File: src/hw/rtl/bhc_pkg.sv
package bhc_pkg;

    localparam int HDR_LEN = 54;
    localparam int CNT_W = $clog2(HDR_LEN);
    localparam logic [CNT_W-1:0] CNT_LAST = CNT_W'(HDR_LEN - 1);

    localparam int RQ_DEPTH = 4;
    localparam int RQ_AW = $clog2(RQ_DEPTH);
    localparam int RQ_CW = $clog2(RQ_DEPTH + 1);

    localparam int OQ_DEPTH = 4;
    localparam int OQ_AW = $clog2(OQ_DEPTH);
    localparam int OQ_CW = $clog2(OQ_DEPTH + 2);

    localparam int CFG_AW = 4;

    localparam logic [15:0] SIG_BM = 16'h4D42;
    localparam logic [31:0] INFO_CORE = 32'd12;
    localparam logic [31:0] INFO_V1 = 32'd40;
    localparam logic [31:0] INFO_V2 = 32'd52;
    localparam logic [31:0] INFO_V3 = 32'd56;
    localparam logic [31:0] INFO_V4 = 32'd108;
    localparam logic [31:0] INFO_V5 = 32'd124;
    localparam logic [15:0] BPP_24 = 16'd24;
    localparam logic [36:0] NEED_BASE = 37'd120;

    typedef enum logic [2:0] {
        ST_OK        = 3'd0,
        ST_SHORT     = 3'd1,
        ST_SIGNATURE = 3'd2,
        ST_INFO_SIZE = 3'd3,
        ST_BPP       = 3'd4,
        ST_COMPRESS  = 3'd5,
        ST_CAPACITY  = 3'd6
    } t_status;

    typedef enum logic [1:0] {
        REG_NAME_LEN = 2'd0,
        REG_EXT_LEN  = 2'd1,
        REG_MSG_SIZE = 2'd2
    } t_reg_idx;

    typedef struct packed {
        logic [7:0] data_byte;
        logic       last_byte;
    } t_in_item;

    typedef struct packed {
        t_status     status;
        logic [31:0] file_size;
        logic [31:0] pixel_offset;
        logic [31:0] info_size;
        logic [31:0] image_width;
        logic [31:0] image_height;
    } t_out_item;

    typedef struct packed {
        logic [7:0]  name_length;
        logic [7:0]  extension_length;
        logic [31:0] message_size;
    } t_cfg;

    // raw header fields, little-endian, as captured by the front
    typedef struct packed {
        logic        short_hdr;
        logic [15:0] sig;
        logic [31:0] file_size;
        logic [31:0] pixel_offset;
        logic [31:0] info_size;
        logic [63:0] dims;
        logic [15:0] bpp;
        logic [31:0] compression;
    } t_hdr_rec;

endpackage

File: src/hw/rtl/bhc_cfg.sv
module bhc_cfg (
    input  logic                       i_clk,
    input  logic                       i_rst_n,
    input  logic                       psel,
    input  logic                       penable,
    input  logic                       pwrite,
    input  logic [bhc_pkg::CFG_AW-1:0] paddr,
    input  logic [31:0]                pwdata,
    output logic [31:0]                prdata,
    output logic                       pready,
    output bhc_pkg::t_cfg              o_cfg
);

    bhc_pkg::t_cfg r_cfg;
    logic          wr_en;
    logic [1:0]    reg_idx;

    assign wr_en   = psel && penable && pwrite;
    assign reg_idx = paddr[3:2];
    assign pready  = 1'b1;
    assign o_cfg   = r_cfg;

    always_ff @(posedge i_clk) begin
        if (!i_rst_n) begin
            r_cfg <= '0;
        end else if (wr_en) begin
            case (reg_idx)
                bhc_pkg::REG_NAME_LEN: begin
                    r_cfg.name_length <= pwdata[7:0];
                end
                bhc_pkg::REG_EXT_LEN: begin
                    r_cfg.extension_length <= pwdata[7:0];
                end
                bhc_pkg::REG_MSG_SIZE: begin
                    r_cfg.message_size <= pwdata;
                end
                default: begin
                end
            endcase
        end
    end

    always_comb begin
        case (reg_idx)
            bhc_pkg::REG_NAME_LEN: prdata = {24'd0, r_cfg.name_length};
            bhc_pkg::REG_EXT_LEN:  prdata = {24'd0, r_cfg.extension_length};
            bhc_pkg::REG_MSG_SIZE: prdata = r_cfg.message_size;
            default:               prdata = '0;
        endcase
    end

endmodule

File: src/hw/rtl/bhc_front.sv
module bhc_front (
    input  logic                i_clk,
    input  logic                i_rst_n,
    input  logic                i_push,
    input  bhc_pkg::t_in_item   i_item,
    output logic                o_full,
    input  logic                i_rq_full,
    output logic                o_rec_push,
    output bhc_pkg::t_hdr_rec   o_rec
);

    logic [bhc_pkg::CNT_W-1:0] r_count;
    logic                      r_skip;
    logic [15:0]               r_sig;
    logic [31:0]               r_file_size;
    logic [31:0]               r_pix_off;
    logic [31:0]               r_info;
    logic [63:0]               r_dims;
    logic [15:0]               r_bpp;
    logic [31:0]               r_comp;

    logic accept;
    logic at_end;
    logic take;

    assign o_full = i_rq_full;
    assign accept = i_push && !i_rq_full;
    assign at_end = (r_count == bhc_pkg::CNT_LAST);
    assign take   = accept && !r_skip;

    assign o_rec_push = take && (at_end || i_item.last_byte);

    always_comb begin
        o_rec.short_hdr    = !at_end;
        o_rec.sig          = r_sig;
        o_rec.file_size    = r_file_size;
        o_rec.pixel_offset = r_pix_off;
        o_rec.info_size    = r_info;
        o_rec.dims         = r_dims;
        o_rec.bpp          = r_bpp;
        o_rec.compression  = r_comp;
    end

    always_ff @(posedge i_clk) begin
        if (!i_rst_n) begin
            r_count <= '0;
            r_skip  <= 1'b0;
        end else if (accept) begin
            if (r_skip) begin
                if (i_item.last_byte) begin
                    r_skip <= 1'b0;
                end
            end else if (at_end) begin
                r_count <= '0;
                r_skip  <= !i_item.last_byte;
            end else if (i_item.last_byte) begin
                r_count <= '0;
            end else begin
                r_count <= r_count + 1'b1;
            end
        end
    end

    // little-endian fields fill from the top as bytes stream in
    always_ff @(posedge i_clk) begin
        if (take) begin
            if (r_count inside {[6'd0:6'd1]}) begin
                r_sig <= {i_item.data_byte, r_sig[15:8]};
            end
            if (r_count inside {[6'd2:6'd5]}) begin
                r_file_size <= {i_item.data_byte, r_file_size[31:8]};
            end
            if (r_count inside {[6'd10:6'd13]}) begin
                r_pix_off <= {i_item.data_byte, r_pix_off[31:8]};
            end
            if (r_count inside {[6'd14:6'd17]}) begin
                r_info <= {i_item.data_byte, r_info[31:8]};
            end
            if (r_count inside {[6'd18:6'd25]}) begin
                r_dims <= {i_item.data_byte, r_dims[63:8]};
            end
            if (r_count inside {[6'd28:6'd29]}) begin
                r_bpp <= {i_item.data_byte, r_bpp[15:8]};
            end
            if (r_count inside {[6'd30:6'd33]}) begin
                r_comp <= {i_item.data_byte, r_comp[31:8]};
            end
        end
    end

    a_count_range: assert property (@(posedge i_clk) disable iff (!i_rst_n)
        r_count <= bhc_pkg::CNT_LAST)
        else $error("byte counter out of range");

    a_skip_count: assert property (@(posedge i_clk) disable iff (!i_rst_n)
        r_skip |-> (r_count == '0))
        else $error("counter moved while skipping trailing bytes");

    a_end_skip: assert property (@(posedge i_clk) disable iff (!i_rst_n)
        (take && at_end && !i_item.last_byte) |=> r_skip)
        else $error("no skip after full header");

endmodule

File: src/hw/rtl/bhc_rec_queue.sv
module bhc_rec_queue (
    input  logic               i_clk,
    input  logic               i_rst_n,
    input  logic               i_push,
    input  bhc_pkg::t_hdr_rec  i_rec,
    input  logic               i_pop,
    output bhc_pkg::t_hdr_rec  o_rec,
    output logic               o_full,
    output logic               o_empty
);

    bhc_pkg::t_hdr_rec          r_mem [bhc_pkg::RQ_DEPTH];
    logic [bhc_pkg::RQ_AW-1:0]  r_wp;
    logic [bhc_pkg::RQ_AW-1:0]  r_rp;
    logic [bhc_pkg::RQ_CW-1:0]  r_cnt;

    logic do_push;
    logic do_pop;

    assign o_full  = (r_cnt == bhc_pkg::RQ_CW'(bhc_pkg::RQ_DEPTH));
    assign o_empty = (r_cnt == '0);
    assign do_push = i_push && !o_full;
    assign do_pop  = i_pop && !o_empty;
    assign o_rec   = r_mem[r_rp];

    always_ff @(posedge i_clk) begin
        if (do_push) begin
            r_mem[r_wp] <= i_rec;
        end
    end

    always_ff @(posedge i_clk) begin
        if (!i_rst_n) begin
            r_wp  <= '0;
            r_rp  <= '0;
            r_cnt <= '0;
        end else begin
            if (do_push) begin
                r_wp <= r_wp + 1'b1;
            end
            if (do_pop) begin
                r_rp <= r_rp + 1'b1;
            end
            if (do_push && !do_pop) begin
                r_cnt <= r_cnt + 1'b1;
            end else if (do_pop && !do_push) begin
                r_cnt <= r_cnt - 1'b1;
            end
        end
    end

endmodule

File: src/hw/rtl/bhc_back.sv
module bhc_back (
    input  logic               i_clk,
    input  logic               i_rst_n,
    input  bhc_pkg::t_cfg      i_cfg,
    input  bhc_pkg::t_hdr_rec  i_rec,
    input  logic               i_rq_empty,
    output logic               o_rq_pop,
    output logic               o_empty,
    input  logic               i_pop,
    output bhc_pkg::t_out_item o_result
);

    bhc_pkg::t_out_item         r_s1;
    logic                       r_v1;
    logic                       r_s1_cap;
    logic [63:0]                r_s1_prod;
    logic [36:0]                r_s1_need;

    bhc_pkg::t_out_item         r_oq [bhc_pkg::OQ_DEPTH];
    logic [bhc_pkg::OQ_AW-1:0]  r_wp;
    logic [bhc_pkg::OQ_AW-1:0]  r_rp;
    logic [bhc_pkg::OQ_CW-1:0]  r_cnt;

    bhc_pkg::t_out_item n_s1;
    logic               n_cap;
    logic [63:0]        n_prod;
    logic [36:0]        n_need;
    logic [32:0]        len_sum;
    logic               core;
    logic               info_ok;
    logic [31:0]        w;
    logic [31:0]        h;
    logic [31:0]        h_raw;
    logic [15:0]        bpp;
    logic               issue;
    logic               do_pop;
    logic [42:0]        cap3;
    logic               roomy;
    bhc_pkg::t_out_item fin;

    // stage 1: classify header and form width * height
    always_comb begin
        core    = (i_rec.info_size == bhc_pkg::INFO_CORE);
        info_ok = i_rec.info_size inside {bhc_pkg::INFO_CORE, bhc_pkg::INFO_V1,
            bhc_pkg::INFO_V2, bhc_pkg::INFO_V3, bhc_pkg::INFO_V4, bhc_pkg::INFO_V5};
        h_raw = i_rec.dims[63:32];
        if (core) begin
            w   = {16'd0, i_rec.dims[15:0]};
            h   = {16'd0, i_rec.dims[31:16]};
            bpp = i_rec.dims[63:48];
        end else begin
            w   = i_rec.dims[31:0];
            h   = h_raw[31] ? (32'd0 - h_raw) : h_raw;
            bpp = i_rec.bpp;
        end

        n_s1        = '0;
        n_s1.status = bhc_pkg::ST_OK;
        n_cap       = 1'b0;
        if (i_rec.short_hdr) begin
            n_s1.status = bhc_pkg::ST_SHORT;
        end else if (i_rec.sig != bhc_pkg::SIG_BM) begin
            n_s1.status = bhc_pkg::ST_SIGNATURE;
        end else begin
            n_s1.file_size    = i_rec.file_size;
            n_s1.pixel_offset = i_rec.pixel_offset;
            n_s1.info_size    = i_rec.info_size;
            if (!info_ok) begin
                n_s1.status = bhc_pkg::ST_INFO_SIZE;
            end else begin
                n_s1.image_width  = w;
                n_s1.image_height = h;
                if (bpp != bhc_pkg::BPP_24) begin
                    n_s1.status = bhc_pkg::ST_BPP;
                end else if (!core && (i_rec.compression != '0)) begin
                    n_s1.status = bhc_pkg::ST_COMPRESS;
                end else begin
                    n_cap = 1'b1;
                end
            end
        end
    end

    assign n_prod  = w * h;
    assign len_sum = {25'd0, i_cfg.name_length} + {25'd0, i_cfg.extension_length}
                   + {1'b0, i_cfg.message_size};
    assign n_need  = {1'b0, len_sum, 3'b000} + bhc_pkg::NEED_BASE;

    // keep room in the result queue for everything in flight
    assign issue    = !i_rq_empty
                   && ((r_cnt + bhc_pkg::OQ_CW'(r_v1)) < bhc_pkg::OQ_CW'(bhc_pkg::OQ_DEPTH));
    assign o_rq_pop = issue;

    always_ff @(posedge i_clk) begin
        if (!i_rst_n) begin
            r_v1 <= 1'b0;
        end else begin
            r_v1 <= issue;
        end
    end

    always_ff @(posedge i_clk) begin
        if (issue) begin
            r_s1      <= n_s1;
            r_s1_cap  <= n_cap;
            r_s1_prod <= n_prod;
            r_s1_need <= n_need;
        end
    end

    // stage 2: capacity compare, then into the result queue
    assign cap3  = {2'b00, r_s1_prod[40:0]} + {1'b0, r_s1_prod[40:0], 1'b0};
    assign roomy = (|r_s1_prod[63:41]) || ({6'd0, r_s1_need} <= cap3);

    always_comb begin
        fin = r_s1;
        if (r_s1_cap) begin
            fin.status = roomy ? bhc_pkg::ST_OK : bhc_pkg::ST_CAPACITY;
        end
    end

    assign o_empty  = (r_cnt == '0);
    assign do_pop   = i_pop && !o_empty;
    assign o_result = r_oq[r_rp];

    always_ff @(posedge i_clk) begin
        if (r_v1) begin
            r_oq[r_wp] <= fin;
        end
    end

    always_ff @(posedge i_clk) begin
        if (!i_rst_n) begin
            r_wp  <= '0;
            r_rp  <= '0;
            r_cnt <= '0;
        end else begin
            if (r_v1) begin
                r_wp <= r_wp + 1'b1;
            end
            if (do_pop) begin
                r_rp <= r_rp + 1'b1;
            end
            if (r_v1 && !do_pop) begin
                r_cnt <= r_cnt + 1'b1;
            end else if (do_pop && !r_v1) begin
                r_cnt <= r_cnt - 1'b1;
            end
        end
    end

    a_oq_bound: assert property (@(posedge i_clk) disable iff (!i_rst_n)
        r_cnt <= bhc_pkg::OQ_CW'(bhc_pkg::OQ_DEPTH))
        else $error("result queue count overflow");

    a_oq_room: assert property (@(posedge i_clk) disable iff (!i_rst_n)
        r_v1 |-> (r_cnt < bhc_pkg::OQ_CW'(bhc_pkg::OQ_DEPTH)))
        else $error("result written into full queue");

    a_cap_ok: assert property (@(posedge i_clk) disable iff (!i_rst_n)
        (r_v1 && r_s1_cap) |-> (r_s1.status == bhc_pkg::ST_OK))
        else $error("capacity check on a failed header");

    a_short_zero: assert property (@(posedge i_clk) disable iff (!i_rst_n)
        (r_v1 && r_s1.status == bhc_pkg::ST_SHORT)
            |-> (r_s1.file_size == '0 && r_s1.image_width == '0
                 && r_s1.image_height == '0))
        else $error("short header result carries fields");

endmodule

File: src/hw/rtl/bmp_header_check.sv
// bmp header check: takes a bmp file one byte per transfer and reports its header
// input queue side: push/full with i_item (data byte and last-byte flag); one
//   byte is taken every cycle while full is low
// result queue side: empty/pop with o_result; one result per file, either at
//   header byte 54 or at an early last byte (short header)
// configuration: apb-style writes of name length (0x0), extension length (0x4)
//   and message size (0x8) feed the capacity check; pready is tied high
// path: a result reaches o_result through the header queue, the stage 1 register
//   and the result queue, where empty then falls; the back holds it while the result queue has no room
// throughput: one byte per cycle while full is low, and one result per cycle for
//   back-to-back one-byte files while pop keeps up; the front fills a four-entry header queue and the back
//   runs a one-multiplier stage ahead of a four-entry result queue
// if pop stays low the result queue fills, the back stops pulling headers and,
//   once the header queue fills too, full rises until results are taken;
//   bytes that produce no result still need the header queue not full
// reset (synchronous, active low) empties both queues, re-arms the byte
//   counter and clears the configuration registers
module bmp_header_check (
    input  logic                       i_clk,
    input  logic                       i_rst_n,
    input  logic                       push,
    output logic                       full,
    input  bhc_pkg::t_in_item          i_item,
    output logic                       empty,
    input  logic                       pop,
    output bhc_pkg::t_out_item         o_result,
    input  logic                       psel,
    input  logic                       penable,
    input  logic                       pwrite,
    input  logic [bhc_pkg::CFG_AW-1:0] paddr,
    input  logic [31:0]                pwdata,
    output logic [31:0]                prdata,
    output logic                       pready
);

    bhc_pkg::t_cfg     cfg;
    bhc_pkg::t_hdr_rec rec_in;
    bhc_pkg::t_hdr_rec rec_out;
    logic              rec_push;
    logic              rq_full;
    logic              rq_empty;
    logic              rq_pop;

    bhc_cfg u_cfg (
        .i_clk   (i_clk),
        .i_rst_n (i_rst_n),
        .psel    (psel),
        .penable (penable),
        .pwrite  (pwrite),
        .paddr   (paddr),
        .pwdata  (pwdata),
        .prdata  (prdata),
        .pready  (pready),
        .o_cfg   (cfg)
    );

    bhc_front u_front (
        .i_clk      (i_clk),
        .i_rst_n    (i_rst_n),
        .i_push     (push),
        .i_item     (i_item),
        .o_full     (full),
        .i_rq_full  (rq_full),
        .o_rec_push (rec_push),
        .o_rec      (rec_in)
    );

    bhc_rec_queue u_rec_queue (
        .i_clk   (i_clk),
        .i_rst_n (i_rst_n),
        .i_push  (rec_push),
        .i_rec   (rec_in),
        .i_pop   (rq_pop),
        .o_rec   (rec_out),
        .o_full  (rq_full),
        .o_empty (rq_empty)
    );

    bhc_back u_back (
        .i_clk      (i_clk),
        .i_rst_n    (i_rst_n),
        .i_cfg      (cfg),
        .i_rec      (rec_out),
        .i_rq_empty (rq_empty),
        .o_rq_pop   (rq_pop),
        .o_empty    (empty),
        .i_pop      (pop),
        .o_result   (o_result)
    );

endmodule

File: config.mk
export PLATFORM = sky130hd
export DESIGN_NAME = bmp_header_check
export DESIGN_NICKNAME = d
export VERILOG_FILES = /design/src/hw/rtl/bhc_pkg.sv /design/src/hw/rtl/bhc_cfg.sv /design/src/hw/rtl/bhc_front.sv /design/src/hw/rtl/bhc_rec_queue.sv /design/src/hw/rtl/bhc_back.sv /design/src/hw/rtl/bmp_header_check.sv
export SDC_FILE = /design/constraint.sdc
export NUM_CORES = 2
export LEC_CHECK = 0
export BUFFER_PORTS_ARGS = -buffer_cell sky130_fd_sc_hd__buf_2
export CORE_ASPECT_RATIO = 0.6
export CORE_MARGIN = 2
export CORE_UTILIZATION = 62
export CTS_CLUSTER_SIZE = 24
export DETAILED_ROUTE_END_ITERATION = 10
export PLACE_DENSITY_LB_ADDON = 0.15
export SKIP_CTS_REPAIR_TIMING = 1
export SYNTH_ARGS = -nofsm -noshare
export SYNTH_HDL_FRONTEND = slang
export SYNTH_HIERARCHICAL = 1
export SYNTH_SLANG_ARGS = --single-unit
File: constraint.sdc
create_clock -name i_clk -period 15.7 [get_ports i_clk]
set_input_delay 2.355 -clock i_clk [delete_from_list [all_inputs] [get_ports i_clk]]
set_output_delay 2.355 -clock i_clk [all_outputs]
set_load 0.02 [all_outputs]
==> run_results.csv <==
group,metric,value,unit
synth,syn_area_per_cell,14.8,um^2
critical_path,critPathKind,"reg2reg",
timing,max_freq,76.3,MHz
critical_path,critical_path.top_delay_family,"adder cells",
synth,synth_nets,9097,
timing,min_period_over_period,0.835,
synth,synth_edf_count,2038,
cells_and_area,n_fill_cell,12500,
worst_hold_path,hold_class,"reg2reg",
route,routed_wl,262,mm
place,dp_hpwl,174,mm
synth,synthCells,7773,
clock_tree,cts-htree-levels,4,
global_route,track_usage,0.284,
synth,synthArstFlopShare,0,
clock_tree,cts_buffers,186,
clock_tree,cts-root-buf,"clkbuf_16",
critical_path,cp.arrival,13.65,ns
route,wl_per_cell,24.8,um
route,vias,64200,
timing,worst_pin_slew,1.41,ns
timing,slew_headroom,0.0589,
synth,yosys.cell_types.count,92,
critical_path,end_kind,"register",
synth,ys.flop_type,"edfxtp_1",
run,drv_cap,0,
floorplanning,die_w,559,um
floorplanning,num_io_pins,250,
timing,rsz0062_at_grt,"false",
timing,fin_tns_setup,0,ns
synth,seq_area_frac_synth,0.546,
floorplanning,core-area,184000,um^2
synth,synth_area,115000,um^2
place,io_buffers,246,
timing,finalSetupViolations,0,
place,routabilityCongestion,0.914,
cells_and_area,drive_gt1_frac,0.133,
timing,fin_skew,0.0647,ns
critical_path,worst_path_largest_cell_delay,1.08,ns
cells_and_area,seq_area,62700,um^2
critical_path,required,16.24,ns
clock_tree,clk_pin_slew,0.07,ns
timing,hold_violations,0,
outcome,status,"finished, final reports clean",
route,first_iter_violations,7098,
route,drt_pass1_iterations,6,
critical_path,critPathSlowestCell,"a21oi_2",
global_route,grt_max_degree,135,
global_route,grt_pass1_vias,66100,
cells_and_area,area_growth,8.48,%
critical_path,critPathBufInv,8,
floorplanning,dieArea,189000,um^2
clock_tree,cts.sinks,2112,
route,antenna_left,0,
route,drc_errors,0,
clock_tree,cts_tree,"built",
timing,period_minus_slack,13.11,ns
floorplanning,core.rowCount,122,
global_route,grt_first_pass_wirelength,403,mm
synth,yosys_warnings,6,
floorplanning,initial_utilization,0.623,
critical_path,crit_path_frequent_cell,"fa_1",
timing,finalMaxSlewViolations,0,
critical_path,crit_path_max_fanout,50,
floorplanning,die_h,337,um
global_route,grt_antenna_before_repair,23,
cells_and_area,nets,9261,
clock_tree,insertion_delay,0.85,ns
critical_path,worstSetupStartpointType,"register",
clock_tree,clockBufferDepth,4,
global_route,grt_overflow,0,
route,via_per_inst,6.07,
synth,synth_seq_cells,2112,
cells_and_area,multi_input_area,47000,um^2
## per-layer routing
| metal | global-route usage | vias up | wire (um) |
|---|---|---|---|
| li1 | - | 27400 | - |
| met1 | 0.445 | 33400 | 116000 |
| met2 | 0.415 | 3052 | 115000 |
| met3 | 0.0640 | 311 | 26900 |
| met4 | 0.0520 | 0 | 4580 |
| met5 | 0 | - | 0 |
## cells in the final DEF (no fill, tap or decap), types with 34 or more instances in the layout
cell type and n:
a21o_1 67, a21oi_1 137, and2_1 611, buf_2 245, buf_4 91, clkbuf_1 38
clkbuf_16 187, clkinv_1 43, dfxtp_1 70, edfxtp_1 2038, fa_1 908, ha_1 364
inv_1 971, mux2i_1 64, mux4_2 388, nand2_1 700, nand3_1 94, nand4_1 49
nor2_1 164, nor2b_1 37, nor3_1 55, nor4_1 34, o21ai_0 93, xnor2_1 102
xor2_1 82
## registers in the layout (all words and copies together) (netlist names), 32 cells and up, named ones only
| register | flops |
|---|---|
| u_back/r_s1_prod | 64 |
| u_back/r_oq | 652 |
| u_back/r_s1_need | 34 |
| u_rec_queue/r_mem | 900 |
| u_front/r_dims | 64 |
| u_front/r_info | 32 |
| u_front/r_pix_off | 32 |
| u_front/r_file_size | 32 |
| u_back/fin | 160 |
| u_cfg/o_cfg | 48 |
| u_front/r_comp | 32 |
## worst paths after layout
check        slack (ns)                             end  cells after the start                     startpoint
max                2.59  u_back/r_s1_prod[63]$_DFFE_PP_                     33                       register
min                0.47   u_back/r_oq[0][159]$_DFFE_PP_                      0  u_back/fin[159]$_SDFFCE_PP0P_
max reg2reg        2.59  u_back/r_s1_prod[63]$_DFFE_PP_                     33                       register
min reg2reg        0.47   u_back/r_oq[0][159]$_DFFE_PP_                      0  u_back/fin[159]$_SDFFCE_PP0P_
## area by class of cell
type | instances | area share
Sequential cell | 2112 | 0.504
Multi-Input combinational cell | 4318 | 0.377
Clock buffer | 229 | 0.0392
Inverter | 971 | 0.0293
Tap cell | 2480 | 0.0249
Timing Repair Buffer | 348 | 0.0173
Clock inverter | 101 | 0.00844
Antenna cell | 5 | 0.000101
## cells by family (layout without fill, tap and decap cells)
group | Yosys count | after routing | share of synthesized area
flip-flops | 2112 | 2112 | 0.546
AND/OR/NAND/NOR | 1898 | 1898 | 0.0843
buffers and inverters | 1343 | 1649 | 0.0461
adder cells (fa/ha/maj) | 1273 | 1273 | 0.198
AO/OA/AOI/OAI | 507 | 507 | 0.0291
multiplexers | 454 | 454 | 0.0819
XOR/XNOR | 184 | 184 | 0.0140
other | 2 | 7 | 0.0000654
## synth_stat cells (23+ instances only)
| master | count | share of area |
|---|---|---|
| clkbuf_1 | 281 | 0.0092 |
| nand4_1 | 49 | 0.0027 |
| buf_2 | 33 | 0.0014 |
| buf_1 | 29 | 0.00095 |
| edfxtp_1 | 2038 | 0.53 |
| dfxtp_1 | 74 | 0.013 |
| nand2_1 | 700 | 0.023 |
| nor2_1 | 183 | 0.0060 |
| mux2i_1 | 64 | 0.0056 |
| and2_1 | 619 | 0.034 |
| ha_1 | 364 | 0.040 |
| nand3_1 | 94 | 0.0041 |
| nor3_1 | 56 | 0.0024 |
| nor2b_1 | 37 | 0.0020 |
| nor4_1 | 34 | 0.0019 |
| o31ai_1 | 23 | 0.0015 |
| a21oi_1 | 143 | 0.0062 |
| inv_1 | 971 | 0.032 |
| mux4_2 | 388 | 0.076 |
| buf_6 | 26 | 0.0026 |
| o21ai_0 | 93 | 0.0041 |
| xor2_1 | 82 | 0.0063 |
| xnor2_1 | 102 | 0.0078 |
| a21o_1 | 67 | 0.0044 |
| fa_1 | 908 | 0.16 |
## worst register-to-register path: cells and delay by family (launching register included)
kind | cells | cell delay, ns
AOI/OAI and AO/OA | 7 | 3.12
xor gates and xnor gates | 1 | 0.18
adders and majority gates | 9 | 4.25
buffers and inverters | 8 | 1.42
DFF | 1 | 0.97
muxes | 1 | 0.65
and+or+nand+nor | 7 | 2.28
## metrics by stage
step / cell area [um^2] / hold slack, ns / setup slack [ns] / std cells / util
2_1_floorplan: 115000 / 0.442 / 1.21 / 7773 / -
3_3_place_gp: 119000 / 0.467 / 3.14 / 10200 / 0.644
3_5_place_dp: 119000 / 0.481 / 3.05 / 10200 / 0.644
4_1_cts: 124000 / 0.468 / 3.02 / 10600 / 0.676
5_1_grt: 124000 / 0.495 / 2.09 / 10600 / 0.676
6_report: 124000 / 0.468 / 2.59 / 10600 / 0.676
Power is not shown: default switching activity piles up to over one toggle a cycle in this logic, so the estimate is an artifact.
